$ cat src/rtl/lfps_pkg.sv
`timescale 1ns / 1ps

package lfps_pkg;

    // Base PWM values of the fast profile, whole percent.
    localparam int FAST_STRAIGHT_L = 42;
    localparam int FAST_STRAIGHT_R = 45;
    localparam int FAST_CURVE_L    = 36;
    localparam int FAST_CURVE_R    = 39;

    // Target base PWM values of the balance profile, whole percent.
    localparam int BAL_STRAIGHT_L = 25;
    localparam int BAL_STRAIGHT_R = 28;
    localparam int BAL_CURVE_L    = 25;
    localparam int BAL_CURVE_R    = 28;

    // Duty cycles used to swing back toward a lost line.
    localparam int LOST_HIGH_PWM = 18;
    localparam int LOST_LOW_PWM  = 5;

    // Confirm counts of the curve detector.
    localparam int ENTER_CONFIRM = 10;
    localparam int EXIT_CONFIRM  = 25;

    // Configuration register indexes.
    localparam logic [2:0] REG_SPEED_PROFILE = 3'd0;
    localparam logic [2:0] REG_KP_GAIN       = 3'd1;
    localparam logic [2:0] REG_KD_GAIN       = 3'd2;
    localparam logic [2:0] REG_CURVE_THRESH  = 3'd3;
    localparam logic [2:0] REG_STEER_LIMIT   = 3'd4;
    localparam logic [2:0] REG_TURN_SLEW     = 3'd5;
    localparam logic [2:0] REG_LOST_TIMEOUT  = 3'd6;
    localparam logic [2:0] REG_STEER_NEGATE  = 3'd7;

    // Position weight of each sensor, leftmost sensor first.
    function automatic logic signed [4:0] sensor_weight(input logic [2:0] idx);
        logic signed [4:0] w;
        case (idx)
            3'd0:    w = -5'sd7;
            3'd1:    w = -5'sd5;
            3'd2:    w = -5'sd3;
            3'd3:    w = -5'sd1;
            3'd4:    w = 5'sd1;
            3'd5:    w = 5'sd3;
            3'd6:    w = 5'sd5;
            default: w = 5'sd7;
        endcase
        return w;
    endfunction

endpackage

$ cat src/rtl/lfps_div.sv
`timescale 1ns / 1ps

// Restoring divider, one quotient bit per cycle, rounding to nearest.
module lfps_div #(
    parameter int NW = 31,
    parameter int DW = 22
) (
    input  logic          aclk,
    input  logic          aresetn,
    input  logic          start,
    input  logic [NW-1:0] num,
    input  logic [DW-1:0] den,
    output logic          done,
    output logic [NW-1:0] quo
);

    localparam int CW = $clog2(NW + 1);

    logic [DW-1:0] rem_reg;
    logic [NW-1:0] quo_reg;
    logic [CW-1:0] cnt_reg;
    logic          busy_reg;
    logic          done_reg;

    logic [DW:0]   trial;
    logic          ge;
    logic [DW-1:0] rem_next;

    // Trial subtraction of the divisor from the shifted partial remainder.
    always_comb begin
        trial    = {rem_reg, quo_reg[NW-1]};
        ge       = (trial >= {1'b0, den});
        rem_next = ge ? DW'(trial - {1'b0, den}) : DW'(trial);
    end

    // Half the divisor is added up front so that the floor rounds to nearest.
    always_ff @(posedge aclk) begin
        if (!aresetn) begin
            busy_reg <= 1'b0;
            done_reg <= 1'b0;
            cnt_reg  <= '0;
        end else begin
            done_reg <= busy_reg && !start && (cnt_reg == CW'(1));
            if (start) begin
                rem_reg  <= '0;
                quo_reg  <= num + NW'(den >> 1);
                cnt_reg  <= CW'(NW);
                busy_reg <= 1'b1;
            end else if (busy_reg) begin
                rem_reg <= rem_next;
                quo_reg <= {quo_reg[NW-2:0], ge};
                cnt_reg <= cnt_reg - CW'(1);
                if (cnt_reg == CW'(1)) begin
                    busy_reg <= 1'b0;
                end
            end
        end
    end

    assign done = done_reg;
    assign quo  = quo_reg;

endmodule

$ cat src/rtl/line_follow_pd_steering_unit.sv
`timescale 1ns / 1ps

// A lost-line or fault request needs no division. A line request divides for the
// line error (FRAC_BITS + 23 quotient bits); the balance profile divides again for the
// wheel difference, unless the weighted sum of the wheel speed magnitudes is below 140.
// One request is handled at a time; s_tready returns in the cycle after the result is loaded.
// Reset: synchronous, active low; it restores the register defaults and clears
// the steering history, the lost counter, the fault latch and the curve detector.
module line_follow_pd_steering_unit
    import lfps_pkg::*;
#(
    parameter int FRAC_BITS = 8
) (
    input  logic                                   aclk,
    input  logic                                   aresetn,
    // black_mask [7:0], left_speed [23:8], right_speed [39:24]
    input  logic [39:0]                            s_tdata,
    input  logic                                   s_tvalid,
    output logic                                   s_tready,
    // left_pwm, right_pwm, line_valid, steer_term, curve_active, fault
    output logic [((FRAC_BITS + 32) / 8) * 8 - 1:0] m_tdata,
    output logic                                   m_tvalid,
    input  logic                                   m_tready,
    input  logic                                   cfg_valid,
    output logic                                   cfg_ready,
    input  logic [2:0]                             cfg_index,
    input  logic [11:0]                            cfg_data
);

    localparam int F   = FRAC_BITS;
    localparam int EW  = F + 4;
    localparam int TW  = F + 8;
    localparam int FW  = F + 8;
    localparam int PW  = F + 20;
    localparam int SW  = F + 9;
    localparam int BW  = F + 7;
    localparam int DNW = F + 23;
    localparam int DDW = 22;
    localparam int ODW = ((F + 32) / 8) * 8;

    localparam int Q_FE_ENTER = ((140 << F) + 50) / 100;
    localparam int Q_FT_ENTER = ((250 << F) + 50) / 100;
    localparam int Q_FW_ENTER = ((18 << F) + 50) / 100;
    localparam int Q_FE_EXIT  = ((80 << F) + 50) / 100;
    localparam int Q_FT_EXIT  = ((120 << F) + 50) / 100;
    localparam int Q_FW_EXIT  = ((10 << F) + 50) / 100;
    localparam int Q_STEP     = ((11 << F) + 50) / 100;

    // Reciprocal of five, exact for every filter step magnitude.
    localparam int RECIP_SHIFT = 24;
    localparam int RECIP_5     = ((1 << RECIP_SHIFT) + 4) / 5;

    localparam logic signed [PW-1:0] PD_HALF   = PW'(1) << (F - 1);
    localparam logic signed [BW-1:0] BASE_HALF = BW'(1) << (F - 1);

    localparam logic [3:0] ST_IDLE  = 4'd0;
    localparam logic [3:0] ST_CLASS = 4'd1;
    localparam logic [3:0] ST_ERR   = 4'd2;
    localparam logic [3:0] ST_PD    = 4'd3;
    localparam logic [3:0] ST_PD2   = 4'd4;
    localparam logic [3:0] ST_TURN  = 4'd5;
    localparam logic [3:0] ST_WD    = 4'd6;
    localparam logic [3:0] ST_WDW   = 4'd7;
    localparam logic [3:0] ST_FE    = 4'd8;
    localparam logic [3:0] ST_FT    = 4'd9;
    localparam logic [3:0] ST_FW    = 4'd10;
    localparam logic [3:0] ST_DET   = 4'd11;
    localparam logic [3:0] ST_BASE  = 4'd12;
    localparam logic [3:0] ST_FIN   = 4'd13;
    localparam logic [3:0] ST_OUT   = 4'd14;

    // Configuration registers.
    logic        speed_profile_reg;
    logic [11:0] kp_gain_reg;
    logic [11:0] kd_gain_reg;
    logic [10:0] curve_thresh_reg;
    logic [6:0]  steer_limit_reg;
    logic [6:0]  turn_slew_reg;
    logic [7:0]  lost_timeout_reg;
    logic        steer_negate_reg;

    // Control state carried from tick to tick.
    logic [3:0]           state_reg;
    logic signed [EW-1:0] prev_error_reg;
    logic signed [TW-1:0] prev_turn_reg;
    logic [7:0]           lost_count_reg;
    logic                 fault_reg;
    logic                 curve_reg;
    logic [3:0]           enter_count_reg;
    logic [4:0]           exit_count_reg;
    logic signed [FW-1:0] filt_error_reg;
    logic signed [FW-1:0] filt_turn_reg;
    logic signed [FW-1:0] filt_wd_reg;
    logic signed [BW-1:0] base_left_reg;
    logic signed [BW-1:0] base_right_reg;

    // Per-request working registers.
    logic [7:0]           mask_reg;
    logic signed [15:0]   ls_reg;
    logic signed [15:0]   rs_reg;
    logic signed [EW-1:0] err_reg;
    logic signed [PW-1:0] pd_reg;
    logic signed [TW-1:0] turn_reg;
    logic signed [FW-1:0] wd_reg;

    // Divider request.
    logic             div_start_reg;
    logic [DNW-1:0]   div_num_reg;
    logic [DDW-1:0]   div_den_reg;
    logic             div_neg_reg;
    logic             div_done;
    logic [DNW-1:0]   div_quo;

    // Result register.
    logic [6:0]           res_left_reg;
    logic [6:0]           res_right_reg;
    logic                 res_valid_reg;
    logic signed [TW-1:0] res_steer_reg;
    logic                 res_curve_reg;
    logic                 res_fault_reg;
    logic                 m_tvalid_reg;
    logic [ODW-1:0]       m_tdata_reg;

    lfps_div #(
        .NW (DNW),
        .DW (DDW)
    ) u_div (
        .aclk    (aclk),
        .aresetn (aresetn),
        .start   (div_start_reg),
        .num     (div_num_reg),
        .den     (div_den_reg),
        .done    (div_done),
        .quo     (div_quo)
    );

    // Sensor sum and count.
    logic signed [5:0] sum_c;
    logic [3:0]        cnt_c;
    logic [4:0]        sum_abs_c;

    always_comb begin
        sum_c = '0;
        cnt_c = '0;
        for (int i = 0; i < 8; i++) begin
            if (mask_reg[i]) begin
                sum_c = sum_c + 6'(sensor_weight(3'(i)));
                cnt_c = cnt_c + 4'd1;
            end
        end
        sum_abs_c = sum_c[5] ? 5'(-sum_c) : 5'(sum_c);
    end

    // Lost-line counter.
    logic [7:0] lost_next_c;
    assign lost_next_c = (lost_count_reg == 8'hFF) ? 8'hFF : lost_count_reg + 8'd1;

    // Error as a signed quotient, and its magnitude.
    logic signed [EW-1:0] err_q_c;
    logic [EW-1:0]        abs_err_c;
    logic [TW-1:0]        abs_turn_c;

    always_comb begin
        err_q_c    = div_neg_reg ? -EW'(div_quo) : EW'(div_quo);
        abs_err_c  = err_reg[EW-1] ? EW'(-err_reg) : EW'(err_reg);
        abs_turn_c = turn_reg[TW-1] ? TW'(-turn_reg) : TW'(turn_reg);
    end

    // Shared multiplier for the two PD products.
    logic signed [PW-1:0] mul_a_c;
    logic signed [PW-1:0] mul_b_c;
    logic signed [PW-1:0] mul_p_c;

    always_comb begin
        if (state_reg == ST_PD) begin
            mul_a_c = signed'(PW'(kp_gain_reg));
            mul_b_c = PW'(err_reg);
        end else begin
            mul_a_c = signed'(PW'(kd_gain_reg));
            mul_b_c = PW'(err_reg) - PW'(prev_error_reg);
        end
        mul_p_c = mul_a_c * mul_b_c;
    end

    // Rounding, optional negation, clamp and slew of the PD term.
    logic signed [PW-1:0] pr_c;
    logic signed [PW-1:0] pn_c;
    logic signed [PW-1:0] lim1_c;
    logic signed [PW-1:0] t1_c;
    logic signed [SW-1:0] t1s_c;
    logic signed [SW-1:0] prev_s_c;
    logic signed [SW-1:0] lim2_c;
    logic signed [SW-1:0] lo_c;
    logic signed [SW-1:0] hi_c;
    logic signed [SW-1:0] t2_c;
    logic signed [TW-1:0] turn_c;

    always_comb begin
        if (pd_reg[PW-1]) begin
            pr_c = -((-pd_reg + PD_HALF) >>> F);
        end else begin
            pr_c = (pd_reg + PD_HALF) >>> F;
        end
        pn_c   = steer_negate_reg ? -pr_c : pr_c;
        lim1_c = signed'(PW'({steer_limit_reg, {F{1'b0}}}));
        if (pn_c < -lim1_c) begin
            t1_c = -lim1_c;
        end else if (pn_c > lim1_c) begin
            t1_c = lim1_c;
        end else begin
            t1_c = pn_c;
        end
        t1s_c    = SW'(t1_c);
        prev_s_c = SW'(prev_turn_reg);
        lim2_c   = signed'(SW'({turn_slew_reg, {F{1'b0}}}));
        lo_c     = prev_s_c - lim2_c;
        hi_c     = prev_s_c + lim2_c;
        if (t1s_c < lo_c) begin
            t2_c = lo_c;
        end else if (t1s_c > hi_c) begin
            t2_c = hi_c;
        end else begin
            t2_c = t1s_c;
        end
        turn_c = TW'(t2_c);
    end

    // Wheel difference operands.
    logic signed [20:0] wa_c;
    logic signed [20:0] wb_c;
    logic [20:0]        wa_abs_c;
    logic [20:0]        wb_abs_c;
    logic [21:0]        ws_c;
    logic signed [21:0] wd_c;
    logic [21:0]        wd_abs_c;

    always_comb begin
        wa_c     = 21'(ls_reg) * 21'sd28;
        wb_c     = 21'(rs_reg) * 21'sd25;
        wa_abs_c = wa_c[20] ? 21'(-wa_c) : 21'(wa_c);
        wb_abs_c = wb_c[20] ? 21'(-wb_c) : 21'(wb_c);
        ws_c     = 22'(wa_abs_c) + 22'(wb_abs_c);
        wd_c     = 22'(wa_c) - 22'(wb_c);
        wd_abs_c = wd_c[21] ? 22'(-wd_c) : 22'(wd_c);
    end

    // The divider is launched for the line error and for the wheel difference.
    logic div_launch_c;
    assign div_launch_c = ((state_reg == ST_CLASS) && !fault_reg && (cnt_c != 4'd0))
                       || ((state_reg == ST_WD) && (ws_c >= 22'd140));

    // Filter step (x - f) / 5, rounded to nearest, by reciprocal multiplication.
    logic signed [FW:0]   fd_c;
    logic [FW:0]          fd_abs_c;
    logic [FW+22:0]       fq_prod_c;
    logic signed [FW:0]   fq_c;
    logic signed [FW-1:0] fnew_c;
    logic signed [FW-1:0] fold_c;

    always_comb begin
        case (state_reg)
            ST_FT: begin
                fd_c   = signed'((FW + 1)'(abs_turn_c)) - (FW + 1)'(filt_turn_reg);
                fold_c = filt_turn_reg;
            end
            ST_FW: begin
                fd_c   = (FW + 1)'(wd_reg) - (FW + 1)'(filt_wd_reg);
                fold_c = filt_wd_reg;
            end
            default: begin
                fd_c   = signed'((FW + 1)'(abs_err_c)) - (FW + 1)'(filt_error_reg);
                fold_c = filt_error_reg;
            end
        endcase
        fd_abs_c  = fd_c[FW] ? (FW + 1)'(-fd_c) : (FW + 1)'(fd_c);
        fq_prod_c = (FW + 23)'(fd_abs_c + (FW + 1)'(2)) * (FW + 23)'(RECIP_5);
        fq_c      = signed'((FW + 1)'(fq_prod_c >> RECIP_SHIFT));
        fnew_c    = FW'((FW + 1)'(fold_c) + (fd_c[FW] ? -fq_c : fq_c));
    end

    // Curve detector conditions.
    logic ev_enter_c;
    logic ev_exit_c;

    always_comb begin
        ev_enter_c = (filt_error_reg >= signed'(FW'(Q_FE_ENTER)))
                  || (filt_turn_reg >= signed'(FW'(Q_FT_ENTER)))
                  || (filt_wd_reg >= signed'(FW'(Q_FW_ENTER)));
        ev_exit_c  = (filt_error_reg <= signed'(FW'(Q_FE_EXIT)))
                  && (filt_turn_reg <= signed'(FW'(Q_FT_EXIT)))
                  && (filt_wd_reg <= signed'(FW'(Q_FW_EXIT)));
    end

    // Slewed bases of the balance profile.
    logic signed [BW-1:0] tl_c;
    logic signed [BW-1:0] tr_c;
    logic signed [BW-1:0] bl_next_c;
    logic signed [BW-1:0] br_next_c;

    always_comb begin
        tl_c = curve_reg ? signed'(BW'(BAL_CURVE_L << F)) : signed'(BW'(BAL_STRAIGHT_L << F));
        tr_c = curve_reg ? signed'(BW'(BAL_CURVE_R << F)) : signed'(BW'(BAL_STRAIGHT_R << F));
        if (tl_c < base_left_reg - BW'(Q_STEP)) begin
            bl_next_c = base_left_reg - BW'(Q_STEP);
        end else if (tl_c > base_left_reg + BW'(Q_STEP)) begin
            bl_next_c = base_left_reg + BW'(Q_STEP);
        end else begin
            bl_next_c = tl_c;
        end
        if (tr_c < base_right_reg - BW'(Q_STEP)) begin
            br_next_c = base_right_reg - BW'(Q_STEP);
        end else if (tr_c > base_right_reg + BW'(Q_STEP)) begin
            br_next_c = base_right_reg + BW'(Q_STEP);
        end else begin
            br_next_c = tr_c;
        end
    end

    // Final PWM: base plus or minus the whole part of the steering term.
    logic signed [BW-1:0] rl_full_c;
    logic signed [BW-1:0] rr_full_c;
    logic [6:0]           rnd_l_c;
    logic [6:0]           rnd_r_c;
    logic [6:0]           bl_c;
    logic [6:0]           br_c;
    logic signed [TW-1:0] ti_full_c;
    logic signed [9:0]    ti_c;
    logic signed [9:0]    lsum_c;
    logic signed [9:0]    rsum_c;
    logic [6:0]           left_c;
    logic [6:0]           right_c;

    always_comb begin
        rl_full_c = (base_left_reg + BASE_HALF) >>> F;
        rr_full_c = (base_right_reg + BASE_HALF) >>> F;
        if (base_left_reg <= 0) begin
            rnd_l_c = 7'd0;
        end else if (rl_full_c > 100) begin
            rnd_l_c = 7'd100;
        end else begin
            rnd_l_c = 7'(rl_full_c);
        end
        if (base_right_reg <= 0) begin
            rnd_r_c = 7'd0;
        end else if (rr_full_c > 100) begin
            rnd_r_c = 7'd100;
        end else begin
            rnd_r_c = 7'(rr_full_c);
        end
        if (speed_profile_reg) begin
            bl_c = rnd_l_c;
            br_c = rnd_r_c;
        end else if (abs_err_c >= EW'(curve_thresh_reg)) begin
            bl_c = 7'(FAST_CURVE_L);
            br_c = 7'(FAST_CURVE_R);
        end else begin
            bl_c = 7'(FAST_STRAIGHT_L);
            br_c = 7'(FAST_STRAIGHT_R);
        end
        ti_full_c = turn_reg[TW-1] ? -((-turn_reg) >>> F) : (turn_reg >>> F);
        ti_c      = 10'(ti_full_c);
        lsum_c    = signed'(10'(bl_c)) + ti_c;
        rsum_c    = signed'(10'(br_c)) - ti_c;
        left_c    = (lsum_c < 0) ? 7'd0 : ((lsum_c > 100) ? 7'd100 : 7'(lsum_c));
        right_c   = (rsum_c < 0) ? 7'd0 : ((rsum_c > 100) ? 7'd100 : 7'(rsum_c));
    end

    // Configuration writes.
    always_ff @(posedge aclk) begin
        if (!aresetn) begin
            speed_profile_reg <= 1'b0;
            kp_gain_reg       <= 12'd461;
            kd_gain_reg       <= 12'd38;
            curve_thresh_reg  <= 11'd461;
            steer_limit_reg   <= 7'd20;
            turn_slew_reg     <= 7'd4;
            lost_timeout_reg  <= 8'd20;
            steer_negate_reg  <= 1'b1;
        end else if (cfg_valid) begin
            unique case (cfg_index)
                REG_SPEED_PROFILE: speed_profile_reg <= cfg_data[0];
                REG_KP_GAIN:       kp_gain_reg       <= cfg_data;
                REG_KD_GAIN:       kd_gain_reg       <= cfg_data;
                REG_CURVE_THRESH:  curve_thresh_reg  <= cfg_data[10:0];
                REG_STEER_LIMIT:   steer_limit_reg   <= cfg_data[6:0];
                REG_TURN_SLEW:     turn_slew_reg     <= cfg_data[6:0];
                REG_LOST_TIMEOUT:  lost_timeout_reg  <= cfg_data[7:0];
                REG_STEER_NEGATE:  steer_negate_reg  <= cfg_data[0];
            endcase
        end
    end

    // Sequencer.
    always_ff @(posedge aclk) begin
        if (!aresetn) begin
            state_reg       <= ST_IDLE;
            prev_error_reg  <= '0;
            prev_turn_reg   <= '0;
            lost_count_reg  <= '0;
            fault_reg       <= 1'b0;
            curve_reg       <= 1'b0;
            enter_count_reg <= '0;
            exit_count_reg  <= '0;
            filt_error_reg  <= '0;
            filt_turn_reg   <= '0;
            filt_wd_reg     <= '0;
            base_left_reg   <= signed'(BW'(BAL_STRAIGHT_L << F));
            base_right_reg  <= signed'(BW'(BAL_STRAIGHT_R << F));
            div_start_reg   <= 1'b0;
            m_tvalid_reg    <= 1'b0;
        end else begin
            div_start_reg <= div_launch_c;
            // Output register: loaded from the result registers, freed once taken.
            if ((state_reg == ST_OUT) && (!m_tvalid_reg || m_tready)) begin
                m_tvalid_reg <= 1'b1;
            end else if (m_tready) begin
                m_tvalid_reg <= 1'b0;
            end
            unique case (state_reg)
                ST_IDLE: begin
                    if (s_tvalid) begin
                        mask_reg  <= s_tdata[7:0];
                        ls_reg    <= signed'(s_tdata[23:8]);
                        rs_reg    <= signed'(s_tdata[39:24]);
                        state_reg <= ST_CLASS;
                    end
                end
                ST_CLASS: begin
                    res_valid_reg <= 1'b0;
                    if (fault_reg) begin
                        res_left_reg  <= '0;
                        res_right_reg <= '0;
                        res_steer_reg <= '0;
                        res_curve_reg <= 1'b0;
                        res_fault_reg <= 1'b1;
                        state_reg     <= ST_OUT;
                    end else if (cnt_c == 4'd0) begin
                        lost_count_reg <= lost_next_c;
                        if (lost_next_c > lost_timeout_reg) begin
                            fault_reg     <= 1'b1;
                            res_left_reg  <= '0;
                            res_right_reg <= '0;
                            res_steer_reg <= '0;
                            res_curve_reg <= 1'b0;
                            res_fault_reg <= 1'b1;
                        end else begin
                            res_steer_reg <= prev_turn_reg;
                            res_curve_reg <= curve_reg;
                            res_fault_reg <= 1'b0;
                            if (prev_error_reg > 0) begin
                                res_left_reg  <= 7'(LOST_HIGH_PWM);
                                res_right_reg <= 7'(LOST_LOW_PWM);
                            end else if (prev_error_reg < 0) begin
                                res_left_reg  <= 7'(LOST_LOW_PWM);
                                res_right_reg <= 7'(LOST_HIGH_PWM);
                            end else begin
                                res_left_reg  <= '0;
                                res_right_reg <= '0;
                            end
                        end
                        state_reg <= ST_OUT;
                    end else begin
                        lost_count_reg <= '0;
                        div_num_reg    <= DNW'({sum_abs_c, {F{1'b0}}});
                        div_den_reg    <= DDW'(cnt_c);
                        div_neg_reg    <= sum_c[5];
                        state_reg      <= ST_ERR;
                    end
                end
                ST_ERR: begin
                    if (div_done) begin
                        err_reg   <= err_q_c;
                        state_reg <= ST_PD;
                    end
                end
                ST_PD: begin
                    pd_reg    <= mul_p_c;
                    state_reg <= ST_PD2;
                end
                ST_PD2: begin
                    pd_reg    <= pd_reg + mul_p_c;
                    state_reg <= ST_TURN;
                end
                ST_TURN: begin
                    turn_reg  <= turn_c;
                    state_reg <= speed_profile_reg ? ST_WD : ST_FIN;
                end
                ST_WD: begin
                    if (ws_c < 22'd140) begin
                        wd_reg    <= '0;
                        state_reg <= ST_FE;
                    end else begin
                        div_num_reg <= DNW'({wd_abs_c, {(F + 1){1'b0}}});
                        div_den_reg <= ws_c;
                        div_neg_reg <= 1'b0;
                        state_reg   <= ST_WDW;
                    end
                end
                ST_WDW: begin
                    if (div_done) begin
                        wd_reg    <= FW'(div_quo);
                        state_reg <= ST_FE;
                    end
                end
                ST_FE: begin
                    filt_error_reg <= fnew_c;
                    state_reg      <= ST_FT;
                end
                ST_FT: begin
                    filt_turn_reg <= fnew_c;
                    state_reg     <= ST_FW;
                end
                ST_FW: begin
                    filt_wd_reg <= fnew_c;
                    state_reg   <= ST_DET;
                end
                ST_DET: begin
                    // Confirm counters: a curve must be seen, or left, for a run of ticks.
                    if (!curve_reg) begin
                        exit_count_reg <= '0;
                        if (ev_enter_c) begin
                            if (enter_count_reg >= 4'(ENTER_CONFIRM - 1)) begin
                                curve_reg       <= 1'b1;
                                enter_count_reg <= '0;
                            end else begin
                                enter_count_reg <= enter_count_reg + 4'd1;
                            end
                        end else begin
                            enter_count_reg <= '0;
                        end
                    end else begin
                        enter_count_reg <= '0;
                        if (ev_exit_c) begin
                            if (exit_count_reg >= 5'(EXIT_CONFIRM - 1)) begin
                                curve_reg      <= 1'b0;
                                exit_count_reg <= '0;
                            end else begin
                                exit_count_reg <= exit_count_reg + 5'd1;
                            end
                        end else begin
                            exit_count_reg <= '0;
                        end
                    end
                    state_reg <= ST_BASE;
                end
                ST_BASE: begin
                    base_left_reg  <= bl_next_c;
                    base_right_reg <= br_next_c;
                    state_reg      <= ST_FIN;
                end
                ST_FIN: begin
                    res_left_reg   <= left_c;
                    res_right_reg  <= right_c;
                    res_valid_reg  <= 1'b1;
                    res_steer_reg  <= turn_reg;
                    res_curve_reg  <= curve_reg;
                    res_fault_reg  <= 1'b0;
                    prev_turn_reg  <= turn_reg;
                    prev_error_reg <= err_reg;
                    state_reg      <= ST_OUT;
                end
                ST_OUT: begin
                    // Hand the result over once the output register is free.
                    if (!m_tvalid_reg || m_tready) begin
                        m_tdata_reg  <= ODW'({res_fault_reg, res_curve_reg, res_steer_reg,
                                              res_valid_reg, res_right_reg, res_left_reg});
                        state_reg    <= ST_IDLE;
                    end
                end
                default: begin
                    state_reg <= ST_IDLE;
                end
            endcase
        end
    end

    assign s_tready  = (state_reg == ST_IDLE);
    assign m_tvalid  = m_tvalid_reg;
    assign m_tdata   = m_tdata_reg;
    assign cfg_ready = 1'b1;

endmodule

$ cat config.mk
export PLATFORM = sky130hd
export DESIGN_NAME = line_follow_pd_steering_unit
export DESIGN_NICKNAME = d
export VERILOG_FILES = /design/src/rtl/lfps_pkg.sv /design/src/rtl/lfps_div.sv /design/src/rtl/line_follow_pd_steering_unit.sv
export SDC_FILE = /design/constraint.sdc
export NUM_CORES = 2
export LEC_CHECK = 0
export ABC_AREA = 1
export BUFFER_PORTS_ARGS = -buffer_cell sky130_fd_sc_hd__buf_2
export CAP_MARGIN = 10
export CORE_MARGIN = 4
export CORE_UTILIZATION = 51
export CTS_CLUSTER_DIAMETER = 60
export CTS_CLUSTER_SIZE = 12
export DETAILED_ROUTE_END_ITERATION = 10
export GPL_ROUTABILITY_DRIVEN = 1
export PLACE_DENSITY = 0.73
export SKIP_LAST_GASP = 1
export SLEW_MARGIN = 20
export SYNTH_ARGS = -nofsm -noshare
export SYNTH_HDL_FRONTEND = slang
export SYNTH_HIERARCHICAL = 1
export SYNTH_SLANG_ARGS = --single-unit
export TNS_END_PERCENT = 20
$ cat constraint.sdc
create_clock -name aclk -period 15.85 [get_ports aclk]
set_input_delay 3.17 -clock aclk [delete_from_list [all_inputs] [get_ports aclk]]
set_output_delay 3.17 -clock aclk [all_outputs]
set_load 0.02 [all_outputs]
==> key figures <==
Detailed routing
  • Vias/cell: 5.338
  • Initial DRC Count: around 3500
  • Mean routed wirelength per cell: 15.87 um
  • Routed Antenna Nets: 0
  • Total number of vias: about 49000
  • 1st-pass router iterations: 6
  • Routed wire length: 144300 um
  • Remaining DRCs: 0

Synth
  • Post-Syn Instances: 7584
  • Primary FF master, synth: edfxtp_1
  • FFs w/ async S/R, synth: 0
  • Register area share after synthesis: 0.2227
  • Synth warn: 6
  • Yosys top cell area share: 0.1521
  • Commonest cells post-synth: nand2_1, inv_1, nor2_1
  • Synthesized flop and latch total: 470
  • Top-count cell post-synth: nand2_1
  • Post-synth EDFFs: approximately 280
  • Cell taking the most area after synthesis: edfxtp_1
  • Top post-synthesis cells by area: edfxtp_1, ha_1, fa_1
  • Synthesized area per cell: 7.212 sq um
  • Cell variety after synth: 77
  • Mapped Area: 54700 sq um

Timing
  • Slew Limit Fails: 0
  • Top achievable clock speed: between 70 and 80 MHz
  • Slew of the pin with the lowest slew margin: 1.082 ns
  • Final hold vios: 0
  • Clock Skews: 0.05239 ns
  • Final Setup Violations: 0
  • Worst relative slew slack: 0.2750
  • Unrepaired setup endpoints after global routing: no
  • Setup TNS: 0 ns
  • Crit path time final: 14.27 ns
  • Final Cycle Share: 0.9003

Final layout
  • Share of cells above drive strength 1: 0.05350
  • Max reg flops: 33
  • Number of fill cells: 10039
  • Area of the multi-input gates: 36310 sq um
  • Area grow syn2layout: 7.192%
  • Nets: 8600
  • Sequential standard cell area: 12180 sq um

Placed design
  • GP Congestion: 0.9535
  • HPWL after DPL: 118500 um
  • Port buffer count: between 90 and 100

Worst setup path
  • CP endpoint kind: register
  • Crit Path Category: reg -> reg
  • CP max-delay cell: nand3_1
  • Worst Path Arrival: around 15 ns
  • Critical path's largest stage delay: 0.64 ns
  • CP required: 16.42 ns
  • Crit path top cell by count: inv_1
  • CP Max Fanout: 24
  • CP startpoint kind: register

Floorplanning
  • Die Ht: 335.5 um
  • I/O pin total: 103
  • Die area: approximately 110000 sq um
  • Core Region: between 100000 and 150000 sq um
  • Die width: 335.5 um
  • Row count: 119
  • Initial Utilization: 0.5167

Global route
  • GRT busiest layer: met2
  • M2 GR Usage: 0.4260
  • Antenna violations before repair: 2
  • All-Layer GR Usage: 0.2530
  • GR Overflow Total: 0
  • Largest net degree at the start of global routing: 78
  • Met1 global-route usage: 0.3406
  • Vias in the first global route: 46089
  • First-pass GRT wire length: 234200 um
  • GRT met3 Usage: 0.03030

Clocking
  • Clock root cell: clkbuf_16
  • Later-pin clock latency in the skew report: 0.69 ns
  • Cts-stage hold buffer count: 0
  • CTS tree: done
  • CTS resizes: 0
  • Post-CTS Setup Bufs: 0
  • Clock Tree Buf Depth: 3
  • TritonCTS buffer count: 60
  • # clock sinks: 470
  • Worst-path clk slew: 0.06 ns
  • H-tree lvl count: 2

Run
  • Max-cap violations: 0

Status
  • Status: completed

Hold path
  • Hold WC Path Type: reg -> reg
-- critical path, delay by kind of cell (launching register included) --
kind	cells	cell delay, ns
buffers and inverters	14	1.54
adders and majority gates	12	4.68
and+or+nand+nor	31	4.31
xor gates and xnor gates	3	0.78
DFF	1	0.39
AOI/OAI and AO/OA	14	2.41
-- path summary, 6_finish.rpt --
check / start / to / slack (ns) / depth (start not counted)
worst max register to register: turn_reg[0] / filt_wd_reg[15] / 1.58 / 74
worst min register to register: res_left_reg[1] / m_tdata[1] / 0.41 / 0
worst min-delay path: res_left_reg[1] / m_tdata[1] / 0.41 / 0
worst max-delay path: turn_reg[0] / filt_wd_reg[15] / 1.58 / 74
-- metrics by stage --
stage | utilization | cell area (sq um) | cells | hold slack, ns | setup slack (ns)
3_3_place_gp | 0.5352 | 56660 | 8980 | 0.4043 | 1.945
2_1_floorplan | - | 54760 | 7601 | 0.4003 | 4.595
3_5_place_dp | 0.5352 | 56660 | 8980 | 0.4054 | 1.670
5_1_grt | 0.5538 | 58630 | 9094 | 0.4128 | 0.02612
4_1_cts | 0.5537 | 58620 | 9091 | 0.4151 | 1.571
6_report | 0.5538 | 58630 | 9094 | 0.4136 | 1.580
-- final cells by class --
| type | count | area share |
|---|---|---|
| diodes | 2 | 0.00008536 |
| clock buffers | 78 | 0.02781 |
| clock inverters | 33 | 0.005549 |
| inverters | 1514 | 0.09695 |
| multi-input cells | 5475 | 0.6194 |
| flip-flops and latches | 470 | 0.2078 |
| well taps | 1391 | 0.02968 |
| repair buffers | 131 | 0.01276 |
-- kinds of logic (layout without fill, tap and decap cells) --
| family | Yosys count | count (layout) | synth area share |
|---|---|---|---|
| mux | 3 | 3 | 0.0005719 |
| simple gates | 3003 | 3003 | 0.2360 |
| compound gates | 1186 | 1186 | 0.1222 |
| flops | 470 | 470 | 0.2227 |
| other cells | 2 | 21 | 0.0001373 |
| xor+xnor | 376 | 376 | 0.06035 |
| fa+ha+maj | 888 | 888 | 0.2425 |
| buf+inv | 1656 | 1756 | 0.1155 |
-- cells in the final DEF, fill, tap and decap left out, types with 19 or more instances in the layout --
| cell | Yosys | routed |
|---|---|---|
| fa_1 | 287 | 287 |
| nand2_2 | 42 | 42 |
| a31oi_1 | 46 | 46 |
| nor4_1 | 25 | 24 |
| o21ai_0 | 391 | 391 |
| nand4_1 | 69 | 69 |
| edfxtp_1 | 277 | 277 |
| a21oi_1 | 499 | 497 |
| nor2_1 | 705 | 701 |
| nand3b_1 | 29 | 29 |
| o21bai_1 | 36 | 36 |
| o21ai_1 | 19 | 19 |
| xnor2_1 | 103 | 103 |
| buf_4 | 10 | 37 |
| nor3_1 | 96 | 95 |
| ha_1 | 601 | 601 |
| inv_2 | 22 | 22 |
| clkbuf_16 | 0 | 61 |
| nand2_1 | 1505 | 1505 |
| or2_2 | 29 | 29 |
| dfxtp_1 | 193 | 193 |
| xor2_1 | 272 | 272 |
| nor2_2 | 23 | 24 |
| nand3_2 | 19 | 19 |
| nand3_1 | 402 | 402 |
| conb_1 | 2 | 19 |
| o211ai_1 | 36 | 36 |
| buf_2 | 8 | 94 |
| inv_1 | 1475 | 1475 |
-- metal layers --
layer / up-vias / part of all wire / routed length [um]
met5: - / 0 / 0
met4: 0 / 0.032 / 4672
met3: 254 / 0.060 / 8710
met2: 1357 / 0.47 / 67130
met1: 22413 / 0.44 / 63800
li1: 24516 / - / -
Power is not shown: default switching activity piles up to over one toggle a cycle in this logic, so the estimate is an artifact.
